**src/rtl/connect_packet_field_parser_core_assert.svh**
```systemverilog
// Assertion macros used by the parser top level.
// Each macro expects clk and rst_n in scope at the point of use.
`ifndef CONNECT_PACKET_FIELD_PARSER_CORE_ASSERT_SVH
`define CONNECT_PACKET_FIELD_PARSER_CORE_ASSERT_SVH

// Same-cycle implication, checked out of reset.
`define CPFP_ASSERT_NOW(label, ante, cons, msg) \
  label: assert property (@(posedge clk) disable iff (!rst_n) (ante) |-> (cons)) \
    else $error(msg);

// Next-cycle implication, checked out of reset.
`define CPFP_ASSERT_NEXT(label, ante, cons, msg) \
  label: assert property (@(posedge clk) disable iff (!rst_n) (ante) |=> (cons)) \
    else $error(msg);

`endif

```
**src/rtl/cpfp_pkg.sv**
```systemverilog
// ----------------------------------------------------------------------------
// cpfp_pkg
// Phase codes, status codes and the state/result records of the CONNECT
// packet field parser.
// ----------------------------------------------------------------------------
`default_nettype none

package cpfp_pkg;

  // Parse phases; the value is also the field code of the byte
  localparam logic [4:0] PH_TYPE      = 5'd0;
  localparam logic [4:0] PH_REMLEN    = 5'd1;
  localparam logic [4:0] PH_NAMELEN   = 5'd2;
  localparam logic [4:0] PH_NAME      = 5'd3;
  localparam logic [4:0] PH_LEVEL     = 5'd4;
  localparam logic [4:0] PH_FLAGS     = 5'd5;
  localparam logic [4:0] PH_KEEPALIVE = 5'd6;
  localparam logic [4:0] PH_CIDLEN    = 5'd7;
  localparam logic [4:0] PH_CID       = 5'd8;
  localparam logic [4:0] PH_WTLEN     = 5'd9;
  localparam logic [4:0] PH_WT        = 5'd10;
  localparam logic [4:0] PH_WMLEN     = 5'd11;
  localparam logic [4:0] PH_WM        = 5'd12;
  localparam logic [4:0] PH_USERLEN   = 5'd13;
  localparam logic [4:0] PH_USER      = 5'd14;
  localparam logic [4:0] PH_PASSLEN   = 5'd15;
  localparam logic [4:0] PH_PASS      = 5'd16;
  localparam logic [4:0] PH_IDLE      = 5'd17;

  // Connect flag bits that select optional payload fields
  localparam int unsigned FLAG_WILL_BIT = 2;
  localparam int unsigned FLAG_PASS_BIT = 6;
  localparam int unsigned FLAG_USER_BIT = 7;

  // Packet status codes
  localparam logic [1:0] ST_OK    = 2'd0;
  localparam logic [1:0] ST_SHORT = 2'd1;
  localparam logic [1:0] ST_TRUNC = 2'd2;

  localparam int unsigned MIN_BYTES = 3;
  localparam int unsigned LEN_BYTES = 2;
  localparam logic [8:0]  SEEN_MAX  = 9'd511;

  // Parser state carried from byte to byte
  typedef struct packed {
    logic [4:0]  phase;
    logic [15:0] bytes_left;
    logic [7:0]  len_high;
    logic [7:0]  flags;
    logic [7:0]  remaining;
    logic [8:0]  seen;
    logic [3:0]  pkt_type;
  } state_t;

  // One tagged output byte
  typedef struct packed {
    logic [4:0]  field_code;
    logic [7:0]  byte_value;
    logic        field_last;
    logic [15:0] length_value;
    logic [3:0]  packet_type;
    logic [7:0]  connect_flags;
    logic        packet_done;
    logic [1:0]  status;
  } result_t;

endpackage

`default_nettype wire

```
**src/rtl/cpfp_if.sv**
```systemverilog
// ----------------------------------------------------------------------------
// cpfp_if
// Valid/ready channels of the parser: raw packet bytes in, tagged bytes out.
// ----------------------------------------------------------------------------
`default_nettype none

interface cpfp_in_if;
  logic       valid;
  logic       ready;
  logic [7:0] data_byte;
  logic       last_byte;

  modport source (output valid, output data_byte, output last_byte, input ready);
  modport sink   (input valid, input data_byte, input last_byte, output ready);
endinterface

interface cpfp_out_if;
  logic        valid;
  logic        ready;
  logic [4:0]  field_code;
  logic [7:0]  byte_value;
  logic        field_last;
  logic [15:0] length_value;
  logic [3:0]  packet_type;
  logic [7:0]  connect_flags;
  logic        packet_done;
  logic [1:0]  status;

  modport source (output valid, output field_code, output byte_value,
                  output field_last, output length_value, output packet_type,
                  output connect_flags, output packet_done, output status,
                  input ready);
  modport sink   (input valid, input field_code, input byte_value,
                  input field_last, input length_value, input packet_type,
                  input connect_flags, input packet_done, input status,
                  output ready);
endinterface

`default_nettype wire

```
**src/rtl/cpfp_step.sv**
```systemverilog
// ----------------------------------------------------------------------------
// cpfp_step
// Per-byte parse step: from the current state and one byte, produce the
// tagged result and the state for the next byte.
// ----------------------------------------------------------------------------
`default_nettype none

module cpfp_step (
  input  var cpfp_pkg::state_t  cur,
  input  wire logic [7:0]       data_byte,
  input  wire logic             last_byte,
  output cpfp_pkg::state_t      state_nxt,
  output cpfp_pkg::result_t     res_nxt
);

  // Phases that collect a big-endian 16-bit value
  function automatic logic is_len(input logic [4:0] p);
    return p inside {cpfp_pkg::PH_NAMELEN, cpfp_pkg::PH_KEEPALIVE,
                     cpfp_pkg::PH_CIDLEN, cpfp_pkg::PH_WTLEN,
                     cpfp_pkg::PH_WMLEN, cpfp_pkg::PH_USERLEN,
                     cpfp_pkg::PH_PASSLEN};
  endfunction

  // Phase that follows a finished or empty string field
  function automatic logic [4:0] after_string(input logic [4:0] p,
                                              input logic [7:0] f);
    logic [4:0] q;
    q = cpfp_pkg::PH_IDLE;
    case (p)
      cpfp_pkg::PH_NAME: q = cpfp_pkg::PH_LEVEL;
      cpfp_pkg::PH_WT:   q = cpfp_pkg::PH_WMLEN;
      cpfp_pkg::PH_CID: begin
        if (f[cpfp_pkg::FLAG_WILL_BIT])      q = cpfp_pkg::PH_WTLEN;
        else if (f[cpfp_pkg::FLAG_USER_BIT]) q = cpfp_pkg::PH_USERLEN;
        else if (f[cpfp_pkg::FLAG_PASS_BIT]) q = cpfp_pkg::PH_PASSLEN;
      end
      cpfp_pkg::PH_WM: begin
        if (f[cpfp_pkg::FLAG_USER_BIT])      q = cpfp_pkg::PH_USERLEN;
        else if (f[cpfp_pkg::FLAG_PASS_BIT]) q = cpfp_pkg::PH_PASSLEN;
      end
      cpfp_pkg::PH_USER: begin
        if (f[cpfp_pkg::FLAG_PASS_BIT])      q = cpfp_pkg::PH_PASSLEN;
      end
      default: q = cpfp_pkg::PH_IDLE;
    endcase
    return q;
  endfunction

  logic [4:0]  ph;
  logic        was_idle;
  logic        natural_end;
  logic        fl;
  logic [15:0] lv;
  logic [15:0] left_dec;
  logic [4:0]  tgt;
  logic [1:0]  st;

  always_comb begin
    ph          = (cur.phase > cpfp_pkg::PH_IDLE) ? cpfp_pkg::PH_IDLE : cur.phase;
    was_idle    = (ph == cpfp_pkg::PH_IDLE);
    state_nxt   = cur;
    state_nxt.phase = ph;
    fl          = 1'b0;
    lv          = '0;
    tgt         = cpfp_pkg::PH_IDLE;
    left_dec    = (cur.bytes_left == '0) ? '0 : cur.bytes_left - 16'd1;

    // Advance the phase for this byte
    case (ph)
      cpfp_pkg::PH_TYPE: begin
        state_nxt.pkt_type   = data_byte[7:4];
        state_nxt.flags      = '0;
        state_nxt.remaining  = '0;
        fl                   = 1'b1;
        state_nxt.phase      = cpfp_pkg::PH_REMLEN;
        state_nxt.bytes_left = '0;
      end
      cpfp_pkg::PH_REMLEN: begin
        state_nxt.remaining  = data_byte;
        fl                   = 1'b1;
        state_nxt.phase      = cpfp_pkg::PH_NAMELEN;
        state_nxt.bytes_left = 16'(cpfp_pkg::LEN_BYTES);
      end
      cpfp_pkg::PH_LEVEL: begin
        fl                   = 1'b1;
        state_nxt.phase      = cpfp_pkg::PH_FLAGS;
        state_nxt.bytes_left = '0;
      end
      cpfp_pkg::PH_FLAGS: begin
        state_nxt.flags      = data_byte;
        fl                   = 1'b1;
        state_nxt.phase      = cpfp_pkg::PH_KEEPALIVE;
        state_nxt.bytes_left = 16'(cpfp_pkg::LEN_BYTES);
      end
      cpfp_pkg::PH_IDLE: begin
      end
      default: begin
        if (is_len(ph)) begin
          if (cur.bytes_left >= 16'(cpfp_pkg::LEN_BYTES)) begin
            // High byte of the value: hold it
            state_nxt.len_high   = data_byte;
            state_nxt.bytes_left = 16'd1;
          end else begin
            lv = {cur.len_high, data_byte};
            fl = 1'b1;
            if (ph == cpfp_pkg::PH_KEEPALIVE) begin
              // Header alone fills the remaining length: skip the payload
              if ({1'b0, cur.seen} + 10'd1 ==
                  {2'b00, cur.remaining} + 10'(cpfp_pkg::LEN_BYTES)) begin
                state_nxt.phase      = cpfp_pkg::PH_IDLE;
                state_nxt.bytes_left = '0;
              end else begin
                state_nxt.phase      = cpfp_pkg::PH_CIDLEN;
                state_nxt.bytes_left = 16'(cpfp_pkg::LEN_BYTES);
              end
            end else if (lv != '0) begin
              state_nxt.phase      = ph + 5'd1;
              state_nxt.bytes_left = lv;
            end else begin
              // Empty string: go straight to the field after it
              tgt                  = after_string(ph + 5'd1, cur.flags);
              state_nxt.phase      = tgt;
              state_nxt.bytes_left = is_len(tgt) ? 16'(cpfp_pkg::LEN_BYTES) : '0;
            end
          end
        end else begin
          // String byte: count down
          state_nxt.bytes_left = left_dec;
          if (left_dec == '0) begin
            fl                   = 1'b1;
            tgt                  = after_string(ph, cur.flags);
            state_nxt.phase      = tgt;
            state_nxt.bytes_left = is_len(tgt) ? 16'(cpfp_pkg::LEN_BYTES) : '0;
          end
        end
      end
    endcase

    // Packet end and status
    natural_end = !was_idle && (state_nxt.phase == cpfp_pkg::PH_IDLE);
    st = cpfp_pkg::ST_OK;
    if (last_byte && !was_idle && !natural_end) begin
      st = (cur.seen < 9'(cpfp_pkg::MIN_BYTES - 1)) ? cpfp_pkg::ST_SHORT
                                                     : cpfp_pkg::ST_TRUNC;
    end

    res_nxt.field_code    = ph;
    res_nxt.byte_value    = data_byte;
    res_nxt.field_last    = fl;
    res_nxt.length_value  = lv;
    res_nxt.packet_type   = state_nxt.pkt_type;
    res_nxt.connect_flags = state_nxt.flags;
    res_nxt.packet_done   = was_idle || natural_end || last_byte;
    res_nxt.status        = st;

    // Rearm for the next packet, or count the byte
    if (last_byte) begin
      state_nxt.phase      = cpfp_pkg::PH_TYPE;
      state_nxt.bytes_left = '0;
      state_nxt.len_high   = '0;
      state_nxt.seen       = '0;
    end else if (cur.seen != cpfp_pkg::SEEN_MAX) begin
      state_nxt.seen       = cur.seen + 9'd1;
    end
  end

endmodule

`default_nettype wire

```
**src/rtl/connect_packet_field_parser_core.sv**
```systemverilog
// One CONNECT packet byte is accepted per cycle while the sink keeps taking
// results, and it comes out tagged with its field through the input register,
// then the result register, one result per byte. Throughput is one byte per
// clock for any packet length unless the sink holds back: the whole per-byte
// phase update is combinational between the input register and the result
// register, so back-to-back bytes do not wait on one another. in_if.ready
// drops only when both registers hold bytes and the result is not being taken.
// ----------------------------------------------------------------------------
// connect_packet_field_parser_core
// Top level: input register, parse step, result register and parser state.
// ----------------------------------------------------------------------------
`default_nettype none

`include "connect_packet_field_parser_core_assert.svh"

module connect_packet_field_parser_core (
  input  wire logic   clk,
  input  wire logic   rst_n,
  cpfp_in_if.sink     in_if,
  cpfp_out_if.source  out_if
);

  logic              s1_valid_r;
  logic [7:0]        s1_byte_r;
  logic              s1_last_r;
  logic              out_valid_r;
  cpfp_pkg::state_t  state_r;
  cpfp_pkg::state_t  state_nxt;
  cpfp_pkg::result_t res_r;
  cpfp_pkg::result_t res_nxt;
  logic              out_load;
  logic              step_fire;
  logic              in_fire;

  // Handshake steering
  assign out_load    = !out_valid_r || out_if.ready;
  assign step_fire   = s1_valid_r && out_load;
  assign in_if.ready = !s1_valid_r || out_load;
  assign in_fire     = in_if.valid && in_if.ready;

  // Hold the accepted transaction in the input register
  always_ff @(posedge clk) begin
    if (!rst_n) begin
      s1_valid_r <= 1'b0;
    end else if (in_fire) begin
      s1_valid_r <= 1'b1;
    end else if (step_fire) begin
      s1_valid_r <= 1'b0;
    end
  end

  always_ff @(posedge clk) begin
    if (in_fire) begin
      s1_byte_r <= in_if.data_byte;
      s1_last_r <= in_if.last_byte;
    end
  end

  // Parse one byte
  cpfp_step u_step (
    .cur       (state_r),
    .data_byte (s1_byte_r),
    .last_byte (s1_last_r),
    .state_nxt (state_nxt),
    .res_nxt   (res_nxt)
  );

  // Advance parser state on each parsed byte
  always_ff @(posedge clk) begin
    if (!rst_n) begin
      state_r.phase      <= cpfp_pkg::PH_TYPE;
      state_r.bytes_left <= '0;
      state_r.len_high   <= '0;
      state_r.flags      <= '0;
      state_r.remaining  <= '0;
      state_r.seen       <= '0;
      state_r.pkt_type   <= '0;
    end else if (step_fire) begin
      state_r <= state_nxt;
    end
  end

  // Hold the result until the sink takes it
  always_ff @(posedge clk) begin
    if (!rst_n) begin
      out_valid_r <= 1'b0;
    end else if (step_fire) begin
      out_valid_r <= 1'b1;
    end else if (out_if.ready) begin
      out_valid_r <= 1'b0;
    end
  end

  always_ff @(posedge clk) begin
    if (step_fire) begin
      res_r <= res_nxt;
    end
  end

  assign out_if.valid         = out_valid_r;
  assign out_if.field_code    = res_r.field_code;
  assign out_if.byte_value    = res_r.byte_value;
  assign out_if.field_last    = res_r.field_last;
  assign out_if.length_value  = res_r.length_value;
  assign out_if.packet_type   = res_r.packet_type;
  assign out_if.connect_flags = res_r.connect_flags;
  assign out_if.packet_done   = res_r.packet_done;
  assign out_if.status        = res_r.status;

  // Checks
  `CPFP_ASSERT_NOW(a_phase_range, 1'b1, state_r.phase <= cpfp_pkg::PH_IDLE,
                   "phase out of range")
  `CPFP_ASSERT_NEXT(a_last_rearms, step_fire && s1_last_r,
                    state_r.phase == cpfp_pkg::PH_TYPE && state_r.seen == 9'd0,
                    "last byte did not rearm parser")
  `CPFP_ASSERT_NOW(a_status_done, out_valid_r && res_r.status != cpfp_pkg::ST_OK,
                   res_r.packet_done, "error status without packet end")
  `CPFP_ASSERT_NOW(a_ignored_not_last,
                   out_valid_r && res_r.field_code == cpfp_pkg::PH_IDLE,
                   !res_r.field_last && res_r.packet_done,
                   "ignored byte tagged as field end")

endmodule

`default_nettype wire
```
**src/flat_wrapper.sv**
```systemverilog
// flat-port wrapper written by rule: the top's interface ports become plain ports
module connect_packet_field_parser_core_flat 
  (clk, rst_n, in_if_valid, in_if_data_byte, in_if_last_byte, in_if_ready, out_if_valid, out_if_field_code, out_if_byte_value, out_if_field_last, out_if_length_value, out_if_packet_type, out_if_connect_flags, out_if_packet_done, out_if_status, out_if_ready);
  cpfp_in_if in_if_i ();
  cpfp_out_if out_if_i ();
  input  wire logic clk;
  input  wire logic rst_n;
  input wire logic [$bits(in_if_i.valid)-1:0] in_if_valid;
  input wire logic [$bits(in_if_i.data_byte)-1:0] in_if_data_byte;
  input wire logic [$bits(in_if_i.last_byte)-1:0] in_if_last_byte;
  output wire logic [$bits(in_if_i.ready)-1:0] in_if_ready;
  output wire logic [$bits(out_if_i.valid)-1:0] out_if_valid;
  output wire logic [$bits(out_if_i.field_code)-1:0] out_if_field_code;
  output wire logic [$bits(out_if_i.byte_value)-1:0] out_if_byte_value;
  output wire logic [$bits(out_if_i.field_last)-1:0] out_if_field_last;
  output wire logic [$bits(out_if_i.length_value)-1:0] out_if_length_value;
  output wire logic [$bits(out_if_i.packet_type)-1:0] out_if_packet_type;
  output wire logic [$bits(out_if_i.connect_flags)-1:0] out_if_connect_flags;
  output wire logic [$bits(out_if_i.packet_done)-1:0] out_if_packet_done;
  output wire logic [$bits(out_if_i.status)-1:0] out_if_status;
  input wire logic [$bits(out_if_i.ready)-1:0] out_if_ready;
  assign in_if_i.valid = in_if_valid;
  assign in_if_i.data_byte = in_if_data_byte;
  assign in_if_i.last_byte = in_if_last_byte;
  assign in_if_ready = in_if_i.ready;
  assign out_if_valid = out_if_i.valid;
  assign out_if_field_code = out_if_i.field_code;
  assign out_if_byte_value = out_if_i.byte_value;
  assign out_if_field_last = out_if_i.field_last;
  assign out_if_length_value = out_if_i.length_value;
  assign out_if_packet_type = out_if_i.packet_type;
  assign out_if_connect_flags = out_if_i.connect_flags;
  assign out_if_packet_done = out_if_i.packet_done;
  assign out_if_status = out_if_i.status;
  assign out_if_i.ready = out_if_ready;
  connect_packet_field_parser_core u_core (.clk(clk), .rst_n(rst_n), .in_if(in_if_i), .out_if(out_if_i));
endmodule
```
**config.mk**
```make
export PLATFORM = sky130hd
export DESIGN_NAME = connect_packet_field_parser_core_flat
export DESIGN_NICKNAME = d
export VERILOG_FILES = /design/src/rtl/cpfp_pkg.sv /design/src/rtl/cpfp_if.sv /design/src/rtl/cpfp_step.sv /design/src/rtl/connect_packet_field_parser_core.sv /design/src/flat_wrapper.sv
export VERILOG_INCLUDE_DIRS = /design/src /design/src/rtl
export SDC_FILE = /design/constraint.sdc
export NUM_CORES = 1
export LEC_CHECK = 0
export ABC_AREA = 1
export BUFFER_PORTS_ARGS = -buffer_cell sky130_fd_sc_hd__clkbuf_2
export CAP_MARGIN = 10
export CORE_ASPECT_RATIO = 1.4
export CORE_UTILIZATION = 31
export CTS_BUF_LIST = sky130_fd_sc_hd__clkbuf_4 sky130_fd_sc_hd__clkbuf_8
export DETAILED_ROUTE_END_ITERATION = 10
export HOLD_SLACK_MARGIN = 0.03
export SYNTH_ARGS = -nofsm -noshare
export SYNTH_HDL_FRONTEND = slang
export SYNTH_SLANG_ARGS = --single-unit
```
**constraint.sdc**
```tcl
create_clock -name clk -period 3.8 [get_ports clk]
set_input_delay 0.19 -clock clk [delete_from_list [all_inputs] [get_ports clk]]
set_output_delay 0.19 -clock clk [all_outputs]
set_load 0.05 [all_outputs]
```
After elaboration in Yosys (flattened, before gate mapping):

Index checks and enable logic that the tools add are counted.

* register bits after elaboration: 114
* bits of input ports: 13
* word-level logic and storage cells: 144

* add/subtract/negate cells: 5
* order comparisons: 3
* equality and inequality tests: 40
* mux-type cells: 43
* bitwise operators: 1
* reductions and logical operators: 33

Operators by type and width (number)
* $mux W21: 5
* $pmux W21 S5: 1
* $eq A5 B4 Y1 const B: 20
* $mux W5: 13
* $pmux W5 S5: 2
* $eq A5 B3 Y1 const B: 8
* $logic_not A16 Y1: 2
* $mux W16: 2
* $pmux W8 S2: 2
* $mux W29: 1
* $eq A5 B2 Y1 const B: 5
* $mux W8: 3
* $reduce_bool A7 Y1: 3
* $mux W9: 2
* $ge A16 B2 Y1 const B: 1
* $reduce_bool A16 Y1: 1
* $sub A16 B1 Y16 const B: 1
* $reduce_bool A2 Y1: 6
* $add A9 B1 Y10 const B: 1
* $eq A10 B9 Y1: 1
* $eq A5 B5 Y1 const B: 2
* $add A8 B2 Y9 const B: 1
* $add A9 B1 Y9 const B: 1
* $lt A9 B2 Y1 const B: 1
* other kinds (19): 40

Logic depth before layout (Yosys ltp):

Gate-level depths: netlist of the first run.

* depth in word-level cells: 22
* depth in mapped cells: 29
* gate-level depth less buffers: 26

By module:

A second synthesis of the first run with hierarchy kept.

* cells, all modules: 1107
* area total of the unflattened synthesis: 7589.8 µm²

Modules (own cells, without submodules)
* connect_packet_field_parser_core: times used 1, cells each 447, area an instance 4287.9 µm², sequential area each 2822.7 µm²
* cpfp_step: times used 1, cells each 660, area an instance 3301.9 µm², sequential area each 0.0 µm²

Worst setup path after synthesis of the first run:

No wires, ideal clock.

* path kind: flip-flop to flip-flop
* start point: reg u_core.state_r[55] (netlist bit)
* end point: reg u_core.res_r (netlist bit u_core.out_if.packet_done), data pin
* library setup time: 0.264 ns
* data arrival time: 2.946 ns
* data required time: 3.536 ns
* path slack: 0.591 ns
* stages on the path, launching flop included: 27
* path buffers: 3
* period minus slack after synthesis: 3.209 ns
* cells stage by stage: dfxtp_1 -> buf_2 -> nor2_1 -> nand2_1 -> nand2_1 -> inv_1 -> nor2_1 -> inv_1 -> ha_1 -> clkbuf_1 -> inv_1 -> nor2_1 -> ha_1 -> clkbuf_1 -> nand2_1 -> nor3_1 -> inv_1 -> nand2_1 -> nand3_1 -> o21ai_1 -> nand2_1 -> nand3_1 -> nand2_1 -> nand2_1 -> nand2_2 -> nand3_2 -> nand3b_1

RTL lines
* start, declared: line connect_packet_field_parser_core.sv:27 `cpfp_pkg::state_t state_r;`
* start signal, assigned: line connect_packet_field_parser_core.sv:79 `state_r <= state_nxt;`
* end signal, assigned: line connect_packet_field_parser_core.sv:96 `res_r <= res_nxt;`
* end, declared: line connect_packet_field_parser_core.sv:29 `cpfp_pkg::result_t res_r;`

==> results summary, run 1 <==
The global-route wire length before repair came out at 29.6 mm. In the synthesized netlist the dominant register cell turns out to be sky130_fd_sc_hd__dfxtp_1. Leaving out fill and tap cells, the most frequent cells in the layout are sky130_fd_sc_hd__nand2_1 (221), sky130_fd_sc_hd__inv_1 (113), sky130_fd_sc_hd__nor2_1 (99), sky130_fd_sc_hd__nand3_1 (69), sky130_fd_sc_hd__a21oi_1 (66). The cell leakage power is 3.24 nW. The proportion of synthesized chip area in sequential cells came out at 44.3%. The capturing element type of the critical path is a register.

The synthesis warning total is 0. The largest fanout of any net on the critical path is 8. Setup repair after global routing left no endpoint under its margin. The count of cells along the worst register-to-register path is 24. The leading cell type in the layout, fill and taps excluded is sky130_fd_sc_hd__nand2_1. The startpoint identified for the worst hold timing path is rst_n. The actual transition at the worst max-transition pin came out at 1.05 ns. The final worst clock skew is 0.0149 ns. The hold violation total from the final report is 0. The clock latency of the later-clocked register in the worst-skew pair is 0.47 ns. After clock tree synthesis, the clock-pin slew on the worst setup and hold paths is 0.08 ns.

The netlist area before placement is 0.00637 sq mm. The number of design-rule violations left by the first detailed-router iteration came out at 408. The worst hold slack after final layout came out at 0.0426 ns. The routed wire length is 19.0 mm. The timing-limited maximum frequency came out at 294 MHz. In this run the horizontal extent of the chip is 123 microns.

The placeable core region is 0.0200 sq mm. The fraction of power consumed by combinational cells is 11.8%. The switching power total is 0.870 mW. For flop-to-flop paths, the worst setup slack is 0.40 ns. For this design, the sink count on the clock tree is 114. The leftover overflow at the end of global routing came out at 0. The flow ran to the end, and the final reports show no timing, DRC or antenna violations. The overall global routing resource usage came out at 18.8%. The number of nets in the layout is 973. The origin of the critical flop-to-flop path is u_core.state_r[57]. The critical path is of the register to register type.

The max-cap check violation count came out at 0. The min-delay analysis places its worst path in the category input pin to register. Measured against its own limit, the worst slew margin works out to 29.5%. The fraction of final layout cells with drive strength greater than 1 came out at 14.6%. After detailed routing, the number of vias per cell comes to 4.91. The chip height came out at 172 microns. The max-slew violation total from the final report came to 0. The total cell area at the placement stage is 0.00693 sq mm. The most critical setup path has its startpoint at u_core.state_r[57]. The number of antenna diodes in the final layout is 0. Data on the critical path is required at its endpoint by 4.00 ns. The wire-length estimate of the detail-placed layout is 14.1 mm. TritonCTS built the clock tree. The number of endpoints failing setup at the final stage came out at 0. Along the worst hold path, the cell count comes to 3.

The synthesized design contains 54 enable-type register cells. In this run, synthesis produced a sequential element count of 114. The endpoint of the worst register-to-register path is u_core.out_if.status[1]. From synthesis to final layout, the design area changed by 17.3%. The detailed-routing iteration count for the pre-antenna-repair pass came out at 5. The standard-cell row count came out at 61. The detail route stage leaves a number of antenna-violating nets equal to 0. The net count after synthesis is 897. Dividing the detail-routed wire length by the instance count gives 15.6 microns.

Entering global routing, the biggest net connects 56 pins. The die outline area came out at 0.0211 sq mm. The initial utilization of the core area, before any placement, comes to 31.8%.

The post-route clock period utilization came out at 89.5%. The overall via count from detail_route is 5964. The buffer type at the clock tree root is sky130_fd_sc_hd__clkbuf_8.

The clock passes through at most 2 buffers. The minimum clock period came out at 3.40 ns. The number of post-CTS setup repair buffers came out at 0.

After synthesis, the netlist uses 45 different library cells. The switching share of power came out at 29.6%. The weighted congestion at the end of routability-driven global placement is 0.916. The internal power contribution came out at 2.07 mW. The design area is 0.00747 sq mm. Summed over all failing endpoints, the final setup total negative slack is 0 ns. The power density of the placed cells is 394 mW/mm^2.

The H-tree depth reported by CTS came out at 4. The number of global-route vias before repair came out at 5757. The number of buffers added by the clock tree synthesis step is 17. The DRC violation count after routing is 0. The worst supply voltage drop on vdd came out at 228 uV. The worst setup path is launched from a register. The destination of the worst hold path is u_core.state_r[1]. The number of antenna violations at the first check in global routing came out at 0. Data on the critical path arrives at its endpoint at 3.60 ns. After synthesis, the share of flip-flops with an asynchronous set or reset is 0%.

In this run, the clock network consumes 42.2% of the power. The number of standard cells after synthesis came out at 873. The count of input and output buffers came out at 59. The sequential cell fraction of total power came out at 46.0%.

The total power came out at 2.94 mW. The number of fill cells in the layout is 2160. Dividing the synthesized area by the synthesized cell count gives 7.29 sq um.

The I/O pin total is 60.
==> cell usage after synthesis, types with 5 or more instances <==
| library cell | count | area [sq um] |
|---|---|---|
| sky130_fd_sc_hd__a21oi_1 | 66 | 330 |
| sky130_fd_sc_hd__buf_2 | 5 | 25.0 |
| sky130_fd_sc_hd__clkbuf_1 | 11 | 41.3 |
| sky130_fd_sc_hd__dfxtp_1 | 60 | 1200 |
| sky130_fd_sc_hd__edfxtp_1 | 54 | 1620 |
| sky130_fd_sc_hd__ha_1 | 11 | 138 |
| sky130_fd_sc_hd__inv_1 | 114 | 428 |
| sky130_fd_sc_hd__inv_2 | 7 | 26.3 |
| sky130_fd_sc_hd__nand2_1 | 221 | 830 |
| sky130_fd_sc_hd__nand2_2 | 10 | 62.6 |
| sky130_fd_sc_hd__nand3_1 | 69 | 345 |
| sky130_fd_sc_hd__nand4_1 | 17 | 106 |
| sky130_fd_sc_hd__nor2_1 | 100 | 375 |
| sky130_fd_sc_hd__nor2_2 | 8 | 50.1 |
| sky130_fd_sc_hd__nor3_1 | 17 | 85.1 |
| sky130_fd_sc_hd__o21ai_0 | 38 | 190 |
| sky130_fd_sc_hd__o21ai_1 | 7 | 35.0 |
| sky130_fd_sc_hd__o21bai_1 | 5 | 37.5 |
| sky130_fd_sc_hd__o22ai_1 | 11 | 68.8 |
==> power by group through the flow <==
stage | Combinational [mW] | Clock [mW] | Sequential (mW)
detailed placement | 0.338 | 0 | 1.38
global placement | 0.338 | 0 | 1.38
global route | 0.381 | 1.31 | 1.36
floorplan | 0.176 | 0 | 1.45
finish | 0.347 | 1.24 | 1.35
CTS | 0.348 | 1.27 | 1.35
==> logic make-up (layout without fill, tap and decap cells) <==
family / after synthesis / in the layout / synth area share [%]
AND/OR/NAND/NOR: 459 / 459 / 31.8
buffers and inverters: 143 / 232 / 8.88
AO/OA/AOI/OAI: 139 / 139 / 11.9
flip-flops: 114 / 114 / 44.3
adder cells (fa/ha/maj): 11 / 11 / 2.16
XOR/XNOR: 7 / 7 / 0.963
==> worst max-delay path by stage <==
stage | slack [ns] | endpoint | depth (start not counted)
2_1_floorplan | 0.59 | u_core.out_if.packet_done | 26
3_3_place_gp | 0.37 | u_core.out_if.status[1] | 26
3_5_place_dp | 0.37 | u_core.out_if.status[1] | 26
4_1_cts | 0.33 | u_core.out_if.status[1] | 26
5_1_grt | 0.01 | u_core.out_if.status[1] | 26
6_report | 0.40 | u_core.out_if.status[1] | 24
==> sequential cells by signal (all words and copies together) (netlist names), 2 cells and up <==
| signal | cells |
|---|---|
| u_core.out_if.length_value | 16 |
| u_core.out_if.byte_value | 8 |
| u_core.out_if.field_code | 5 |
| u_core.out_if.connect_flags | 8 |
| u_core.out_if.packet_type | 4 |
| u_core.s1_byte_r | 8 |
| u_core.out_if.status | 2 |
| u_core.state_r | 58 |
==> layout make-up <==
class                      instances  area, sq um  area share, %
clock inverter                    15          180           2.41
sequential                       114         2820           37.8
timing repair buffer              78          465           6.23
tap                              252          315           4.22
inverter                         122          460           6.17
clock buffer                      17          234           3.13
multi-input combinational        616         2990           40.0
==> worst max-delay path: stages, from the launching register on <==
cell,delay (ns)
sky130_fd_sc_hd__dfxtp_1,0.55
sky130_fd_sc_hd__nand2_1,0.16
sky130_fd_sc_hd__inv_1,0.10
sky130_fd_sc_hd__nor2_2,0.05
sky130_fd_sc_hd__inv_1,0.17
sky130_fd_sc_hd__ha_2,0.31
sky130_fd_sc_hd__inv_1,0.10
sky130_fd_sc_hd__nor2_1,0.11
sky130_fd_sc_hd__ha_1,0.33
sky130_fd_sc_hd__nand2_1,0.11
sky130_fd_sc_hd__inv_1,0.06
sky130_fd_sc_hd__nand4_1,0.13
sky130_fd_sc_hd__nand2_1,0.07
sky130_fd_sc_hd__inv_1,0.07
sky130_fd_sc_hd__nand3_1,0.10
sky130_fd_sc_hd__nand2_1,0.08
sky130_fd_sc_hd__nand2_1,0.04
sky130_fd_sc_hd__nand2_1,0.05
sky130_fd_sc_hd__nand2_1,0.06
sky130_fd_sc_hd__nand2_1,0.06
sky130_fd_sc_hd__nand3_1,0.07
sky130_fd_sc_hd__nor2_1,0.14
sky130_fd_sc_hd__nand3_2,0.10
sky130_fd_sc_hd__nand3_2,0.08
sky130_fd_sc_hd__nor2_1,0.05
==> repair_timing <==
item / in CTS / in global routing
setup endpoints to repair: 0 / 3
hold buffers: 11 / 0
hold endpoints to repair: 11 / 0
resized for setup: 0 / 3
==> through the flow <==
step	cells	utilization, %	setup WS, ns
2_1_floorplan	873	-	0.591
3_3_place_gp	1171	34.7	0.371
3_5_place_dp	1171	34.7	0.366
4_1_cts	1214	37.3	0.334
5_1_grt	1214	37.3	0.0111
6_report	1214	37.3	0.400
==> metal layers <==
metal,vias up,GRT usage (%),routed length [microns]
li1,3028,-,-
met3,39,3.32,656
met2,132,33.3,9890
met1,2765,20.6,7590
met5,-,0,0
met4,0,11.4,815
No activity file was read; power rests on OpenSTA's default activity.
==> inputs of run 2 (changes only) <==
ABC_AREA = unset   (was 1)
==> run 2 against run 1 <==
Compared with the run above:
- largest cell class unchanged
- highest routed layer unchanged
- worst hold slack improved by 0.029 ns
- synthesized cell count decreased by 21%
- wire length decreased by 4.1%
- sequential share of layout area decreased by 1.1 points
==> results summary, run 2 <==
The flow ran to the end, and the final reports show no timing, DRC or antenna violations. The synthesis warning total is 0. The share of synthesized cell area in full adder, half adder and majority cells came out at 2.14%. The hold violation total from the final report came out at 0.

By count the netlist is led by sky130_fd_sc_hd__nand2_1 (65), sky130_fd_sc_hd__dfxtp_1 (60), sky130_fd_sc_hd__edfxtp_1 (54). After the first detailed-routing iteration, the DRC count stood at 404. Data on the critical path is required at its endpoint by 4.01 ns. In this run the critical register-to-register path is captured at u_core.out_if.packet_done. The TritonCTS sink count is 114. In the final timing run, aggregate negative setup slack is 0 ns. After the last flow step, the layout net total stands at 797. The startpoint kind of the worst setup timing path is a register. The post-route clock period utilization is 93.3%. In this run the core area contains 61 standard-cell rows.

After synthesis the netlist holds a flip-flop and latch count of 114. The net count after synthesis is 715. The synthesized design spends more area on one cell type than any other, namely sky130_fd_sc_hd__edfxtp_1. The DRC violation count after routing came out at 0. The root buffer cell chosen for the clock tree is sky130_fd_sc_hd__clkbuf_8.

The largest register by flop count is u_core.state_r. The number of buffers added by the clock tree synthesis step came out at 17. Between clock sinks in the finished design, the worst skew comes to 0.0162 ns. The clock latency of the later-clocked register in the worst-skew pair is 0.45 ns. After global routing the overflow that remains totals 0.

The power density of the placed cells is 359 mW/mm^2. The tightest min-delay check is of the input pin to register type. By area the synthesized netlist is led by sky130_fd_sc_hd__edfxtp_1 (25%), sky130_fd_sc_hd__dfxtp_1 (19%), sky130_fd_sc_hd__nor2b_1 (4.5%). The number of global-route vias before repair came out at 5517. The first global-routing pass estimated 29.2 mm of wire. The post-synthesis simple-gate area fraction is 25.1%. The worst register-to-register path begins at u_core.state_r[54].

The critical path is of the register to register type. The library cell used most frequently in the layout, excluding fill and tap cells, is sky130_fd_sc_hd__nand2_1. After Yosys synthesis, XOR and XNOR cells account for 4.15% of the synthesized area.

In the synthesized netlist the dominant register cell turns out to be sky130_fd_sc_hd__dfxtp_1. The distinct cell type count of the synthesized netlist is 70. The worst supply voltage drop on vdd came out at 189 uV. The number of synthesized flops with an enable pin is 54. The internal reg-to-reg setup slack is 0.26 ns. The total cell area at the placement stage is 0.00717 sq mm.

The longest clock path from root to sink contains 2 buffers. The routed design could run at a clock period as short as 3.54 ns. The die outline area is 0.0213 sq mm. The post-route netlist has 20.7% of its cells at a drive strength greater than 1. Using the TritonRoute via totals, the vias-per-cell ratio works out to 5.38.

The timing-limited maximum frequency is 282 MHz. The clock-pin slew of the registers on the worst-case setup and hold paths came out at 0.09 ns. Global routing used 18.0% of the available tracks across all layers. The count of cells along the worst register-to-register path came out at 15. The detailed-routing iteration count for the pre-antenna-repair pass came out at 5. Across the run, the number of max-cap violations was 0. The design area is 0.00768 sq mm. The chip height is 172 microns. The overall via count from detail_route came out at 5581.

The post-DP HPWL came out at 12.7 mm. The routed wire length is 18.2 mm. The number of antenna violations at the first check in global routing came out at 0. Counting flops with an async set or reset pin after synthesis yields a share of 0%. The largest net degree at the start of global routing is 61. The number of fill cells in the layout came out at 2028. The H-tree depth reported by CTS came out at 4.

The I/O pin total is 60. Sequential cells were found to cover 43.9% of the synthesized design area. The share of Yosys cell area claimed by the top area cell type is 25.2%. The share of the synthesized area in compound gates (AO/OA/AOI/OAI) is 20.4%.

The width of the die is 124 microns. Tracing the worst setup path back leads to its startpoint at u_core.state_r[54]. The count of input and output buffers is 59. STA classifies the critical path endpoint as a register. The cell leakage power came out at 2.90 nW. Measured against its own limit, the worst slew margin works out to 30.3%.

Yosys instantiated no cell more often than sky130_fd_sc_hd__nand2_1. Following the worst setup path forward leads to its endpoint at u_core.out_if.packet_done. The post-synthesis average cell area came out at 9.30 sq um. The flip-flop count of the largest register, all copies and words added came out at 58. After detailed routing, the average wire length per cell comes to 17.5 microns. The core region is 0.0201 sq mm. The multiplexer fraction of the synthesized cell area is 0.701%.

The weighted congestion at the end of routability-driven global placement came out at 0.913. The number of cells on the worst hold path came out at 3. The number of antenna diodes in the final layout is 0. The arrival time at the worst endpoint came out at 3.75 ns.

Leaving out fill and tap cells, the most frequent cells in the layout are sky130_fd_sc_hd__nand2_1 (65), sky130_fd_sc_hd__dfxtp_1 (60), sky130_fd_sc_hd__clkbuf_2 (59), sky130_fd_sc_hd__edfxtp_1 (54), sky130_fd_sc_hd__nor2b_1 (46). The max-slew violation total from the final report is 0. The actual transition at the worst max-transition pin is 1.04 ns. By area, the combinational part of the netlist is dominated by simple AND/OR/NAND/NOR gates. The largest fanout of any net on the critical path is 6. The effective utilization at floorplan came out at 32.0%.

The area growth from synthesis to layout came out at 19.6%. The netlist area before placement came out at 0.00642 sq mm. TritonCTS built the clock tree. The number of endpoints failing setup at the final stage is 0. The count of nets left with antenna violations once routing finished came out at 0. The number of standard cells after synthesis is 691.

Setup repair after global routing left no endpoint under its margin.
-- run 2: cell count changes after synthesis, moves of 13 or more --
| cell | before | now |
|---|---|---|
| sky130_fd_sc_hd__a21boi_0 | 0 | 19 |
| sky130_fd_sc_hd__a21oi_1 | 66 | 27 |
| sky130_fd_sc_hd__a22o_1 | 0 | 13 |
| sky130_fd_sc_hd__a22oi_1 | 2 | 33 |
| sky130_fd_sc_hd__and2_1 | 0 | 30 |
| sky130_fd_sc_hd__clkbuf_1 | 11 | 37 |
| sky130_fd_sc_hd__inv_1 | 114 | 14 |
| sky130_fd_sc_hd__nand2_1 | 221 | 65 |
| sky130_fd_sc_hd__nand3_1 | 69 | 19 |
| sky130_fd_sc_hd__nor2_1 | 100 | 33 |
| sky130_fd_sc_hd__nor2b_1 | 0 | 46 |
| sky130_fd_sc_hd__xnor2_1 | 3 | 20 |
-- run 2: cell type report --
| cell class | count | area, sq um | share of cell area [%] |
|---|---|---|---|
| flip-flops and latches | 114 | 2820 | 36.7 |
| multi-input cells | 520 | 3420 | 44.6 |
| repair buffers | 106 | 673 | 8.76 |
| well taps | 252 | 315 | 4.10 |
| clock inverters | 15 | 160 | 2.09 |
| inverters | 14 | 52.6 | 0.684 |
| clock buffers | 17 | 234 | 3.05 |
-- run 2: kinds of logic after synthesis --
family	after synthesis
AOI/OAI and AO/OA	190
buffers and inverters	57
and+or+nand+nor	287
DFF	114
xor gates and xnor gates	28
muxes	4
adders and majority gates	11
-- run 2: metrics by stage --
stage	power [mW]	hold slack (ns)	utilization [%]	setup slack (ns)	cells
4_1_cts	2.77	0.0601	38.2	0.149	1038
5_1_grt	2.84	0.0718	38.3	0.0553	1038
6_report	2.76	0.0720	38.3	0.255	1038
3_3_place_gp	1.60	0.371	35.7	0.214	996
2_1_floorplan	1.52	0.289	-	0.0137	691
3_5_place_dp	1.60	0.369	35.7	0.178	996
-- run 2: power by group --
group          leakage (nW)  internal [mW]  switching [mW]
logic                  1.70         0.0715           0.173
clock network         0.197          0.549           0.633
registers              1.00           1.31          0.0171
-- run 2: timing repair --
action / CTS / global route
hold endpoints to repair: 10 / 0
endpoints found under the setup margin: 0 / 4
setup buffers: 0 / 0
hold buffers: 10 / 0
gates resized for setup: 0 / 3
-- run 2: how the worst min path moves through the flow --
stage | slack [ns] | startpoint | to
after floorplan | 0.29 | in_if_data_byte[0] | u_core.s1_byte_r[0]
after global placement | 0.37 | in_if_data_byte[2] | u_core.s1_byte_r[2]
after detailed placement | 0.37 | in_if_last_byte | u_core.s1_last_r
after CTS | 0.06 | out_if_ready | u_core.out_if.valid
after global routing | 0.07 | out_if_ready | u_core.out_if.valid
final | 0.07 | out_if_ready | u_core.out_if.valid
-- run 2: critical path: stages, from the launching register on --
cell and delay, ns:
sky130_fd_sc_hd__dfxtp_1 0.32, sky130_fd_sc_hd__or3_4 0.39, sky130_fd_sc_hd__a21oi_4 0.14, sky130_fd_sc_hd__inv_2 0.07
sky130_fd_sc_hd__ha_4 0.15, sky130_fd_sc_hd__and3_1 0.18, sky130_fd_sc_hd__ha_4 0.30, sky130_fd_sc_hd__nor2b_1 0.21
sky130_fd_sc_hd__o311a_1 0.20, sky130_fd_sc_hd__a21boi_0 0.08, sky130_fd_sc_hd__o21a_1 0.18, sky130_fd_sc_hd__o311a_1 0.35
sky130_fd_sc_hd__a22oi_1 0.16, sky130_fd_sc_hd__o211a_1 0.22, sky130_fd_sc_hd__nor3_2 0.07, sky130_fd_sc_hd__a211o_1 0.29
-- run 2: layer usage --
layer | track usage [%] | share of wire (%)
met4 | 9.53 | 3.4
met1 | 20.5 | 41
met5 | 0 | 0
met3 | 3.17 | 4.3
met2 | 31.4 | 51
